### src/rtl/core/tpjs_pkg.sv
// Shared constants, types and functions of the tile print job sequencer
`timescale 1ns / 1ps
`default_nettype none
package tpjs_pkg;

    localparam int CHAR_COUNT  = 40;
    localparam int BLOCK_BYTES = 64;
    localparam int BLOCK_COUNT = 10;

    localparam int ROW_COUNT = CHAR_COUNT * 8;
    localparam int ROW_AW    = $clog2(ROW_COUNT);
    localparam int LOAD_W    = $clog2(ROW_COUNT + 1);
    localparam int BC_W      = 4;
    localparam int TILE_W    = $clog2((2 ** BC_W) * BLOCK_BYTES);
    localparam int BYTE_CW   = $clog2(BLOCK_BYTES);

    localparam int QDEPTH = 4;
    localparam int QAW    = $clog2(QDEPTH);

    localparam int PADDR_W = 3;
    localparam logic REG_INVERT = 1'b0;

    localparam logic [1:0] OP_LOAD  = 2'd0;
    localparam logic [1:0] OP_START = 2'd1;
    localparam logic [1:0] OP_RX    = 2'd2;

    localparam logic [7:0] CH_BANG = 8'h21;
    localparam logic [7:0] CH_ACK  = 8'h61;
    localparam logic [7:0] CH_ONE  = 8'h31;
    localparam logic [7:0] CH_P    = 8'h50;
    localparam logic [7:0] CH_O    = 8'h4F;

    localparam logic [1:0] EXPO_LAST = 2'd3;

    typedef struct packed {
        logic [1:0] op;
        logic [7:0] value;
    } t_in_item;

    typedef struct packed {
        logic [7:0] tx_byte;
        logic       job_done;
        logic       last;
    } t_out_item;

    typedef enum logic [2:0] {
        CMD_LOAD  = 3'd0,
        CMD_BANG  = 3'd1,
        CMD_BURST = 3'd2,
        CMD_EXPO  = 3'd3,
        CMD_DONE  = 3'd4
    } t_cmd_kind;

    typedef struct packed {
        t_cmd_kind         kind;
        logic [ROW_AW-1:0] row;
        logic [TILE_W-1:0] base;
        logic [7:0]        data;
    } t_cmd;

    typedef struct packed {
        logic push;
        t_cmd cmd;
    } t_qin;

    typedef struct packed {
        logic empty;
        t_cmd head;
    } t_qout;

    function automatic logic [7:0] flip8(input logic [7:0] v);
        logic [7:0] r;
        for (int i = 0; i < 8; i++) begin
            r[i] = v[7 - i];
        end
        return r;
    endfunction

    function automatic logic [7:0] expo_byte(input logic [1:0] i);
        logic [7:0] b;
        unique case (i)
            2'd0: b = 8'h01;
            2'd1: b = 8'h00;
            2'd2: b = 8'hE4;
            2'd3: b = 8'h40;
        endcase
        return b;
    endfunction

endpackage
`default_nettype wire

### src/rtl/core/tpjs_fifo.sv
// Command queue between front end and back end
`timescale 1ns / 1ps
`default_nettype none
module tpjs_fifo
    import tpjs_pkg::*;
(
    input  wire logic  i_clk,
    input  wire logic  i_rst_n,
    input  wire t_qin  i_push,
    output logic       o_full,
    input  wire logic  i_pop,
    output t_qout      o_q
);

    t_cmd           r_q [QDEPTH];
    logic [QAW-1:0] r_wp, n_wp;
    logic [QAW-1:0] r_rp, n_rp;
    logic [QAW:0]   r_cnt, n_cnt;
    logic           do_push, do_pop;

    assign o_full  = (r_cnt == (QAW + 1)'(QDEPTH));
    assign o_q.empty = (r_cnt == '0);
    assign o_q.head  = r_q[r_rp];

    assign do_push = i_push.push && !o_full;
    assign do_pop  = i_pop && !o_q.empty;

    always_comb begin
        n_wp  = do_push ? r_wp + 1'b1 : r_wp;
        n_rp  = do_pop ? r_rp + 1'b1 : r_rp;
        n_cnt = r_cnt + (QAW + 1)'(do_push) - (QAW + 1)'(do_pop);
    end

    always_ff @(posedge i_clk) begin
        if (do_push) begin
            r_q[r_wp] <= i_push.cmd;
        end
    end

    always_ff @(posedge i_clk) begin
        if (!i_rst_n) begin
            r_wp  <= '0;
            r_rp  <= '0;
            r_cnt <= '0;
        end else begin
            r_wp  <= n_wp;
            r_rp  <= n_rp;
            r_cnt <= n_cnt;
        end
    end

endmodule
`default_nettype wire

### src/rtl/core/tpjs_front.sv
// Front end: accept input beats, track the job phase, queue commands
`timescale 1ns / 1ps
`default_nettype none
module tpjs_front
    import tpjs_pkg::*;
(
    input  wire logic     i_clk,
    input  wire logic     i_rst_n,
    input  wire logic     i_in_valid,
    input  wire t_in_item i_in,
    output logic          o_in_ready,
    input  wire logic     i_q_full,
    output t_qin          o_q
);

    typedef enum logic [4:0] {
        PH_IDLE     = 5'b00001,
        PH_WAIT_ACK = 5'b00010,
        PH_WAIT_ONE = 5'b00100,
        PH_WAIT_P   = 5'b01000,
        PH_WAIT_O   = 5'b10000
    } t_phase;

    t_phase            r_phase, n_phase;
    logic [BC_W-1:0]   r_block_count, n_block_count;
    logic [LOAD_W-1:0] r_load_index, n_load_index;
    logic [BC_W-1:0]   bc_inc;
    logic              accept;

    assign o_in_ready = !i_q_full;
    assign accept     = i_in_valid && o_in_ready;
    assign bc_inc     = r_block_count + 1'b1;

    always_comb begin
        n_phase       = r_phase;
        n_block_count = r_block_count;
        n_load_index  = r_load_index;
        o_q.push      = 1'b0;
        o_q.cmd.kind  = CMD_LOAD;
        o_q.cmd.row   = r_load_index[ROW_AW-1:0];
        o_q.cmd.base  = TILE_W'(int'(r_block_count) * BLOCK_BYTES);
        o_q.cmd.data  = i_in.value;
        if (accept) begin
            unique case (i_in.op)
                OP_LOAD: begin
                    if (int'(r_load_index) < ROW_COUNT) begin
                        o_q.push     = 1'b1;
                        n_load_index = r_load_index + 1'b1;
                    end
                end
                OP_START: begin
                    o_q.push      = 1'b1;
                    o_q.cmd.kind  = CMD_BANG;
                    n_block_count = '0;
                    n_phase       = PH_WAIT_ACK;
                end
                OP_RX: begin
                    unique case (r_phase)
                        PH_WAIT_ACK: begin
                            if (i_in.value == CH_ACK) begin
                                o_q.push      = 1'b1;
                                o_q.cmd.kind  = CMD_BURST;
                                n_block_count = bc_inc;
                                if (int'(bc_inc) >= BLOCK_COUNT) begin
                                    n_phase = PH_WAIT_ONE;
                                end
                            end
                        end
                        PH_WAIT_ONE: begin
                            if (i_in.value == CH_ONE) begin
                                o_q.push     = 1'b1;
                                o_q.cmd.kind = CMD_EXPO;
                                n_phase      = PH_WAIT_P;
                            end
                        end
                        PH_WAIT_P: begin
                            if (i_in.value == CH_P) begin
                                n_phase = PH_WAIT_O;
                            end
                        end
                        PH_WAIT_O: begin
                            if (i_in.value == CH_O) begin
                                o_q.push      = 1'b1;
                                o_q.cmd.kind  = CMD_DONE;
                                n_phase       = PH_IDLE;
                                n_block_count = '0;
                                n_load_index  = '0;
                            end
                        end
                        default: ;
                    endcase
                end
                default: ;
            endcase
        end
    end

    always_ff @(posedge i_clk) begin
        if (!i_rst_n) begin
            r_phase       <= PH_IDLE;
            r_block_count <= '0;
            r_load_index  <= '0;
        end else begin
            r_phase       <= n_phase;
            r_block_count <= n_block_count;
            r_load_index  <= n_load_index;
        end
    end

endmodule
`default_nettype wire

### src/rtl/core/tpjs_back.sv
// Back end: row store, burst and byte sequencing, output register
`timescale 1ns / 1ps
`default_nettype none
module tpjs_back
    import tpjs_pkg::*;
(
    input  wire logic  i_clk,
    input  wire logic  i_rst_n,
    input  wire t_qout i_q,
    output logic       o_pop,
    input  wire logic  i_invert,
    output logic       o_out_valid,
    output t_out_item  o_out,
    input  wire logic  i_out_ready
);

    typedef enum logic [2:0] {
        B_IDLE  = 3'b001,
        B_BURST = 3'b010,
        B_EXPO  = 3'b100
    } t_bstate;

    t_bstate            r_state, n_state;
    logic [BYTE_CW-1:0] r_idx, n_idx;
    logic [TILE_W-1:0]  r_base, n_base;

    logic [7:0]         r_mem [0:ROW_COUNT-1];
    logic [7:0]         r_rd_data;

    logic               r_p_valid;
    logic               r_p_tile, r_p_zero, r_p_done, r_p_last;
    logic [7:0]         r_p_byte;

    logic               r_o_valid;
    t_out_item          r_o, n_o;

    logic               o_free, p_free;
    logic               issue, wr_en, rd_en;
    logic               p_tile, p_zero, p_done, p_last;
    logic [7:0]         p_byte;
    logic [TILE_W-1:0]  tile;
    logic [TILE_W-2:0]  row;
    logic               in_range;
    logic [ROW_AW-1:0]  rd_addr;
    logic [7:0]         tile_b;

    assign o_free   = !r_o_valid || i_out_ready;
    assign p_free   = !r_p_valid || o_free;
    assign tile     = r_base + TILE_W'(r_idx);
    assign row      = tile[TILE_W-1:1];
    assign in_range = int'(row) < ROW_COUNT;
    assign rd_addr  = ROW_AW'(row);

    always_comb begin
        n_state = r_state;
        n_idx   = r_idx;
        n_base  = r_base;
        o_pop   = 1'b0;
        wr_en   = 1'b0;
        rd_en   = 1'b0;
        issue   = 1'b0;
        p_tile  = 1'b0;
        p_zero  = 1'b0;
        p_done  = 1'b0;
        p_last  = 1'b0;
        p_byte  = '0;
        unique case (r_state)
            B_IDLE: begin
                if (!i_q.empty) begin
                    unique case (i_q.head.kind)
                        CMD_LOAD: begin
                            o_pop = 1'b1;
                            wr_en = 1'b1;
                        end
                        CMD_BANG: begin
                            if (p_free) begin
                                o_pop  = 1'b1;
                                issue  = 1'b1;
                                p_byte = CH_BANG;
                                p_last = 1'b1;
                            end
                        end
                        CMD_BURST: begin
                            o_pop   = 1'b1;
                            n_state = B_BURST;
                            n_idx   = '0;
                            n_base  = i_q.head.base;
                        end
                        CMD_EXPO: begin
                            o_pop   = 1'b1;
                            n_state = B_EXPO;
                            n_idx   = '0;
                        end
                        CMD_DONE: begin
                            if (p_free) begin
                                o_pop  = 1'b1;
                                issue  = 1'b1;
                                p_done = 1'b1;
                                p_last = 1'b1;
                            end
                        end
                        default: o_pop = 1'b1;
                    endcase
                end
            end
            B_BURST: begin
                if (p_free) begin
                    issue  = 1'b1;
                    p_tile = 1'b1;
                    p_zero = !in_range;
                    rd_en  = in_range;
                    p_last = (r_idx == BYTE_CW'(BLOCK_BYTES - 1));
                    n_idx  = r_idx + 1'b1;
                    if (p_last) begin
                        n_state = B_IDLE;
                    end
                end
            end
            B_EXPO: begin
                if (p_free) begin
                    issue  = 1'b1;
                    p_byte = expo_byte(r_idx[1:0]);
                    p_last = (r_idx[1:0] == EXPO_LAST);
                    n_idx  = r_idx + 1'b1;
                    if (p_last) begin
                        n_state = B_IDLE;
                    end
                end
            end
            default: n_state = B_IDLE;
        endcase
    end

    always_ff @(posedge i_clk) begin
        if (wr_en) begin
            r_mem[i_q.head.row] <= i_q.head.data;
        end
        if (rd_en) begin
            r_rd_data <= r_mem[rd_addr];
        end
    end

    always_comb begin
        tile_b = r_p_zero ? 8'h00 : flip8(r_rd_data);
        if (i_invert) begin
            tile_b = ~tile_b;
        end
        n_o.tx_byte  = r_p_tile ? tile_b : r_p_byte;
        n_o.job_done = r_p_done;
        n_o.last     = r_p_last;
    end

    always_ff @(posedge i_clk) begin
        r_idx  <= n_idx;
        r_base <= n_base;
        if (issue) begin
            r_p_tile <= p_tile;
            r_p_zero <= p_zero;
            r_p_done <= p_done;
            r_p_last <= p_last;
            r_p_byte <= p_byte;
        end
        if (o_free) begin
            r_o <= n_o;
        end
    end

    always_ff @(posedge i_clk) begin
        if (!i_rst_n) begin
            r_state   <= B_IDLE;
            r_p_valid <= 1'b0;
            r_o_valid <= 1'b0;
        end else begin
            r_state <= n_state;
            if (issue) begin
                r_p_valid <= 1'b1;
            end else if (o_free) begin
                r_p_valid <= 1'b0;
            end
            if (o_free) begin
                r_o_valid <= r_p_valid;
            end
        end
    end

    assign o_out_valid = r_o_valid;
    assign o_out       = r_o;

endmodule
`default_nettype wire

### src/rtl/core/tile_print_job_sequencer.sv
// Top level of the tile print job sequencer: front end, queue, back end, registers
//
//   channel   direction  handshake                     payload
//   in        input      i_in_valid / o_in_ready       i_in  (op, value)
//   out       output     o_out_valid / i_out_ready     o_out (tx_byte, job_done, last)
//   cfg       input      psel, penable, pwrite, pready paddr, pwdata, prdata
//
// One input beat per cycle while the four-entry command queue has room.
// A burst leaves at one byte per cycle while o_out is accepted: 64 beats through command
// decode, row read and output register; exposure bytes follow the same path, four beats.
// The '!' and done beats pass the queue, the pipeline register and the output register.
// Synchronous reset clears control state; the row store is not cleared.
// A stalled output holds the back end; the queue then fills and drops o_in_ready.
`timescale 1ns / 1ps
`default_nettype none
module tile_print_job_sequencer
    import tpjs_pkg::*;
(
    input  wire logic               i_clk,
    input  wire logic               i_rst_n,
    input  wire logic               i_in_valid,
    input  wire t_in_item           i_in,
    output logic                    o_in_ready,
    output logic                    o_out_valid,
    output t_out_item               o_out,
    input  wire logic               i_out_ready,
    input  wire logic               psel,
    input  wire logic               penable,
    input  wire logic               pwrite,
    input  wire logic [PADDR_W-1:0] paddr,
    input  wire logic [31:0]        pwdata,
    output logic [31:0]             prdata,
    output logic                    pready
);

    logic  r_invert;
    logic  q_full, q_pop;
    t_qin  q_in;
    t_qout q_out;
    logic  cfg_wr;

    assign pready = 1'b1;
    assign cfg_wr = psel && penable && pwrite && pready && (paddr[2] == REG_INVERT);
    assign prdata = (paddr[2] == REG_INVERT) ? {31'b0, r_invert} : '0;

    always_ff @(posedge i_clk) begin
        if (!i_rst_n) begin
            r_invert <= 1'b0;
        end else if (cfg_wr) begin
            r_invert <= pwdata[0];
        end
    end

    tpjs_front u_front (
        .i_clk      (i_clk),
        .i_rst_n    (i_rst_n),
        .i_in_valid (i_in_valid),
        .i_in       (i_in),
        .o_in_ready (o_in_ready),
        .i_q_full   (q_full),
        .o_q        (q_in)
    );

    tpjs_fifo u_fifo (
        .i_clk   (i_clk),
        .i_rst_n (i_rst_n),
        .i_push  (q_in),
        .o_full  (q_full),
        .i_pop   (q_pop),
        .o_q     (q_out)
    );

    tpjs_back u_back (
        .i_clk       (i_clk),
        .i_rst_n     (i_rst_n),
        .i_q         (q_out),
        .o_pop       (q_pop),
        .i_invert    (r_invert),
        .o_out_valid (o_out_valid),
        .o_out       (o_out),
        .i_out_ready (i_out_ready)
    );

endmodule
`default_nettype wire

### config.mk
export PLATFORM = sky130hd
export DESIGN_NAME = tile_print_job_sequencer
export DESIGN_NICKNAME = d
export VERILOG_FILES = /design/src/rtl/core/tpjs_pkg.sv /design/src/rtl/core/tpjs_fifo.sv /design/src/rtl/core/tpjs_front.sv /design/src/rtl/core/tpjs_back.sv /design/src/rtl/core/tile_print_job_sequencer.sv
export SDC_FILE = /design/constraint.sdc
export NUM_CORES = 2
export LEC_CHECK = 0
export BUFFER_PORTS_ARGS = -buffer_cell sky130_fd_sc_hd__buf_2
export CORE_MARGIN = 2
export CORE_UTILIZATION = 30
export DETAILED_ROUTE_END_ITERATION = 10
export HOLD_SLACK_MARGIN = 0.03
export PLACE_DENSITY = 0.51
export SYNTH_ARGS = -nofsm -noshare
export SYNTH_HDL_FRONTEND = slang
export SYNTH_SLANG_ARGS = --single-unit
### constraint.sdc
create_clock -name i_clk -period 8.4 [get_ports i_clk]
set_clock_uncertainty 0.2 [all_clocks]
set_input_delay 1.26 -clock i_clk [delete_from_list [all_inputs] [get_ports i_clk]]
set_output_delay 1.26 -clock i_clk [all_outputs]
set_load 0.1 [all_outputs]
After elaboration in Yosys (flattened, before gate mapping)
Memory sizes are Yosys's and may differ from the RTL's. A register that Yosys moved wholly into a read port is not among the register bits.
Cells that the tools add are included.
Word-level totals
  register bits: 69
  latch bits: 0
  RAM bits: 2656
  memory bits (read-only): 0
  input port bits: 52
  output and inout bits: 45
  logic and storage cells: 177
  memories: 2
Cells by class
  add/subtract/negate cells: 8
  $mul: 0
  divide/modulo/power cells: 0
  order comparisons: 3
  equality and inequality tests: 40
  shifts and indexed selects: 0
  muxes and demuxes: 67
  bitwise gates (word level): 5
  reduce and logical (&&, ||, !) cells: 32
Memory list
  u_back.r_mem: depth 320, bits a word 8, read ports 1, clocked after memory_dff 1, write ports 1, line tpjs_back.sv:27  | logic [7:0] r_mem [0:ROW_COUNT-1];
  u_fifo.r_q: depth 4, bits a word 24, read ports 1, clocked after memory_dff 1, write ports 1, line tpjs_fifo.sv:15  | t_cmd r_q [QDEPTH];
Operators by type and width (number)
  two-way mux 8 bit: 6
  case mux 8 bit (4 select lines): 1
  two-way mux 9 bit: 3
  two-way mux 5 bit: 5
  == test 8 x 7 -> 1 bit (second input constant): 3
  two-way mux 4 bit: 6
  two-way mux 6 bit: 4
  two-way mux 1 bit: 21
  case mux 5 bit (4 select lines): 1
  < comparator 9 bit (second input constant): 2
  case mux 9 bit (2 select lines): 1
  case mux 4 bit (2 select lines): 2
  case mux 8 bit (2 select lines): 1
  two-way mux 3 bit: 5
  inequality test 3 x 2 -> 1 bit (second input constant): 5
  inequality test 2 x 1 -> 1 bit (second input constant): 7
  case mux 3 bit (2 select lines): 2
  case mux 4 bit (3 select lines): 1
  case mux 6 bit (2 select lines): 1
  adder 10 x 6 -> 10 bit: 1
  case mux 5 bit (2 select lines): 1
  AND reduction 5 bit: 2
  adder 9 x 1 -> 9 bit (second input constant): 1
  == test 3 x 2 -> 1 bit (second input constant): 3
  38 further kinds: 70

Depth between registers and ports, before layout
  depth in word-level cells: 10
  gate-level depth with buffers: 13
  depth with buffers taken out: 10

Cells and area by module
From an unflattened synthesis, not the netlist that was laid out.
Unflattened totals
  cells, all modules: 5782
  area, all modules: 109631.4 µm²
By module, submodules not included
  tpjs_back: times used 1, cells each 5362, area an instance 103067.6 µm², sequential area each 78235.0 µm²
  tpjs_fifo: times used 1, cells each 206, area an instance 4815.9 µm², sequential area each 3783.6 µm²
  tpjs_front: times used 1, cells each 174, area an instance 1432.6 µm², sequential area each 360.3 µm²
  tile_print_job_sequencer: times used 1, cells each 40, area an instance 315.3 µm², sequential area each 20.0 µm²

Least setup slack after synthesis
No wires, ideal clock.
  kind: register to register
  start: register (tool-made name)
  end: memory u_back.r_mem[0][2] (data pin)
  setup time: 0.639 ns
  arrival: 3.762 ns
  data required time: 7.561 ns
  slack: 3.799 ns
  cell stages (with the launch flop): 5
  buffers on the path: 3
  period minus slack after synthesis: 4.601 ns
  cells stage by stage: dfxtp_1 > buf_2 > buf_2 > buf_1 > mux4_2
RTL lines (line)
  end: declaration: tpjs_back.sv:27

==> flow_summary.ini <==
[logic_synthesis]
synth_top_family_by_area = multiplexers
ys_types = 78
yosys.area_share.simple_pct = 2.97
syn_avg_cell_area_um2 = 20.6
synth_compound_area_share_pct = 2.95
synth.area.mux_share_pct = 15.3
netlist_area_mm2 = 0.106
synth-edff-count = 2692
yosys_register_bits = 2725
synthAdderAreaFrac_pct = 0.219
async_reset_ff_share_pct = 0
synthCells = 5167
yosysSeqAreaShare_pct = 76.5
ys_warn_count = 0
synth_xor_area_share_pct = 0.222
synth_flop_cell = edfxtp_1

[sta]
tightest_slew_ns = 1.28
setup_tns_ns = 0
finalSetupViolCount = 0
hold_viol = 0
fin_ws_ns = 3.19
fmax_mhz = 192
final_max_slew_viol_count = 0
period_needed_ns = 5.21
finalCritPeriodShare_pct = 62.0
holdWs_ns = 0.230
rsz0062_at_grt = false
slew_headroom_pct = 14.4

[die]
initial_utilization_pct = 30.2
std_cell_rows = 218
fp.dieW_um = 600
io_pins = 97
die_area_mm2 = 0.360
coreArea_mm2 = 0.353
die_height_um = 600

[worst_setup_path]
cp_slowest_cell = nand4_1
crit_end = u_back.r_mem[231][0]
crit_buf_inv = 2
critPathTopFamily = simple AND/OR/NAND/NOR gates
cp-start-kind = flip-flop
crit_top_cell = buf_4
crit_type = reg2reg
crit_required_ns = 8.66
slowest_delay_ns = 0.88
cp.arrival_ns = 5.47
reg2reg_setup_slack_ns = 3.19
critPathCaptureType = flip-flop
r2r-end = u_back.r_mem[231][0]
ff2ff_path_depth = 7
crit_chain = buf_4 > mux4_2 > or3_1 > nor3_2 > nand4_1 > buf_4 > nor2_1
path_max_fanout = 24
worstSetupPathDepth = 7

[clock_tree]
cts-root-buf = clkbuf_16
cts_setup_buffers = 0
cts_buffers = 291
clock-sinks = 2725
clk_latency_ns = 0.84
post_cts_resized = 0
cts_tree = done
holdBufCountCts = 0
clkTransAtPathRegs_ns = 0.06
htree_levels = 5
cts_buffer_depth = 4

[grt]
grt_use_total_pct = 15.9
grt-ovfl-total = 0
grt_pass1_vias = 52400
grt_pass1_wl_mm = 407
grt_max_degree = 201
antenna_found_initial = 15

[run]
drv_cap = 0

[route]
drtAntennaViolNets = 0
wirelength_mm = 291
vias_per_cell = 5.08
drc = 0
drtIter0Drc = 5841
first_pass_iters = 5
wl_per_cell_um = 28.5
vias = 52000

[placement]
io_buffers = 31
dpl.hpwl_mm = 167
gp_congestion = 0.816
placed_area_mm2 = 0.112
dp_slack_ns = 2.99

[finish]
final_design_area_no_fill_mm2 = 0.121
syn_to_final_growth_pct = 13.7
finalNetCount = 5356
drive_above_1_share_pct = 21.4

[power_and_ir_drop]
finalPower_mw = 40.9
peakVddDrop_uv = 280
power.leakage_nw = 36.7
p_per_area_mw_per_mm2 = 338

[run_status]
status = finished, final reports clean

[worst_hold_path]
hold_path.class = reg2reg
-- area by class of cell --
type | count | area [µm²]
multi-input cells | 2106 | 23300
flip-flops and latches | 2725 | 81500
clock inverters | 134 | 1060
clock buffers | 375 | 7870
well taps | 4730 | 5920
repair buffers | 134 | 1270
diodes | 2 | 5.00
fillers | 32900 | 232000
inverters | 28 | 105
-- layer usage --
layer / global-route usage, % / part of all wire (%)
met1: 22.2 / 43
met2: 25.8 / 48
met3: 2.60 / 6.1
met4: 4.16 / 2.7
met5: 0 / 0
-- per-stage QoR --
stage | std cells | utilization (%)
6_report | 10200 | 34.3
5_1_grt | 10200 | 34.3
4_1_cts | 10200 | 34.3
3_5_place_dp | 9723 | 31.8
3_3_place_gp | 9723 | 31.8
2_1_floorplan | 5197 | -
-- report_power, final --
part	total [mW]	internal [mW]	switching [mW]
clock	12.3	7.05	5.22
combinational	12.1	4.05	8.01
sequential	16.6	16.5	0.0972
total	40.9	27.6	13.3
-- worst register-to-register path, delay by kind of cell (launching register included) --
family        cells  cell delay [ns]
simple gates      4             2.60
flops             1             0.31
buf+inv           2             1.09
mux               1             0.64
-- registers in the layout (all words and copies together), names as in the netlist, named ones only --
name and count:
u_back.r_mem 2560, u_fifo.r_q 96, u_back.o_out 10, u_front.r_load_index 9, u_back.r_rd_data 8, u_back.r_idx 6, u_front.r_phase 5, u_back.r_base 4
u_back.r_p_byte 4, u_front.r_block_count 4, u_back.r_state 3, u_fifo.r_cnt 3, u_fifo.r_rp 2, u_fifo.r_wp 2, r_invert 1, u_back.o_out_valid 1
u_back.r_p_done 1, u_back.r_p_last 1, u_back.r_p_tile 1, u_back.r_p_valid 1, u_back.r_p_zero 1
-- cell usage after synthesis (33+ instances only) --
| cell | instances | area [µm²] |
|---|---|---|
| edfxtp_1 | 2692 | 80800 |
| mux4_2 | 615 | 13900 |
| nor2_1 | 399 | 1500 |
| mux2i_1 | 230 | 2300 |
| clkbuf_1 | 135 | 507 |
| nand2_1 | 128 | 480 |
| buf_2 | 104 | 521 |
| a21oi_1 | 102 | 510 |
| a22oi_1 | 82 | 616 |
| buf_4 | 59 | 443 |
| o221ai_1 | 47 | 412 |
| o21ai_0 | 39 | 195 |
| nor2b_1 | 36 | 225 |
| nand3_1 | 34 | 170 |
| dfxtp_1 | 33 | 661 |
-- cells in the final DEF (no fill, tap or decap), types with 21 or more instances in the layout --
| master | Yosys | layout |
|---|---|---|
| buf_2 | 104 | 31 |
| clkbuf_1 | 135 | 67 |
| nand2_1 | 128 | 116 |
| dfxtp_1 | 33 | 32 |
| o21ai_0 | 39 | 39 |
| o22ai_1 | 27 | 27 |
| and2_1 | 22 | 21 |
| mux2i_1 | 230 | 230 |
| a21oi_1 | 102 | 102 |
| edfxtp_1 | 2692 | 2692 |
| clkinv_1 | 2 | 63 |
| clkbuf_16 | 0 | 300 |
| mux4_2 | 615 | 607 |
| inv_1 | 24 | 23 |
| clkinv_2 | 0 | 37 |
| nor2_1 | 399 | 397 |
| conb_1 | 2 | 32 |
| nor3_1 | 25 | 24 |
| nor2b_1 | 36 | 32 |
| nand3_1 | 34 | 33 |
| buf_4 | 59 | 76 |
| a221oi_1 | 25 | 25 |
| o221ai_1 | 47 | 47 |
| a22oi_1 | 82 | 82 |
| buf_12 | 0 | 27 |
-- worst min path at each step --
stage	from	to	slack (ns)	cells after the start
after floorplan	u_back.r_p_last	u_back.o_out[0]	0.20	0
after CTS	u_back.r_p_last	u_back.o_out[0]	0.24	0
after global placement	u_back.r_p_last	u_back.o_out[0]	0.22	0
after global routing	u_back.r_p_last	u_back.o_out[0]	0.25	0
after detailed placement	u_back.r_p_last	u_back.o_out[0]	0.23	0
final	u_back.r_p_last	u_back.o_out[0]	0.23	0
-- logic make-up (layout without fill, tap and decap cells) --
kind of cell / count (synthesis) / in the layout
buffers and inverters: 366 / 671
AO/OA/AOI/OAI: 453 / 453
XOR/XNOR: 27 / 27
other: 2 / 34
flip-flops: 2725 / 2725
multiplexers: 859 / 859
adder cells (fa/ha/maj): 18 / 18
AND/OR/NAND/NOR: 717 / 717
No activity file was read; power rests on OpenSTA's default activity.
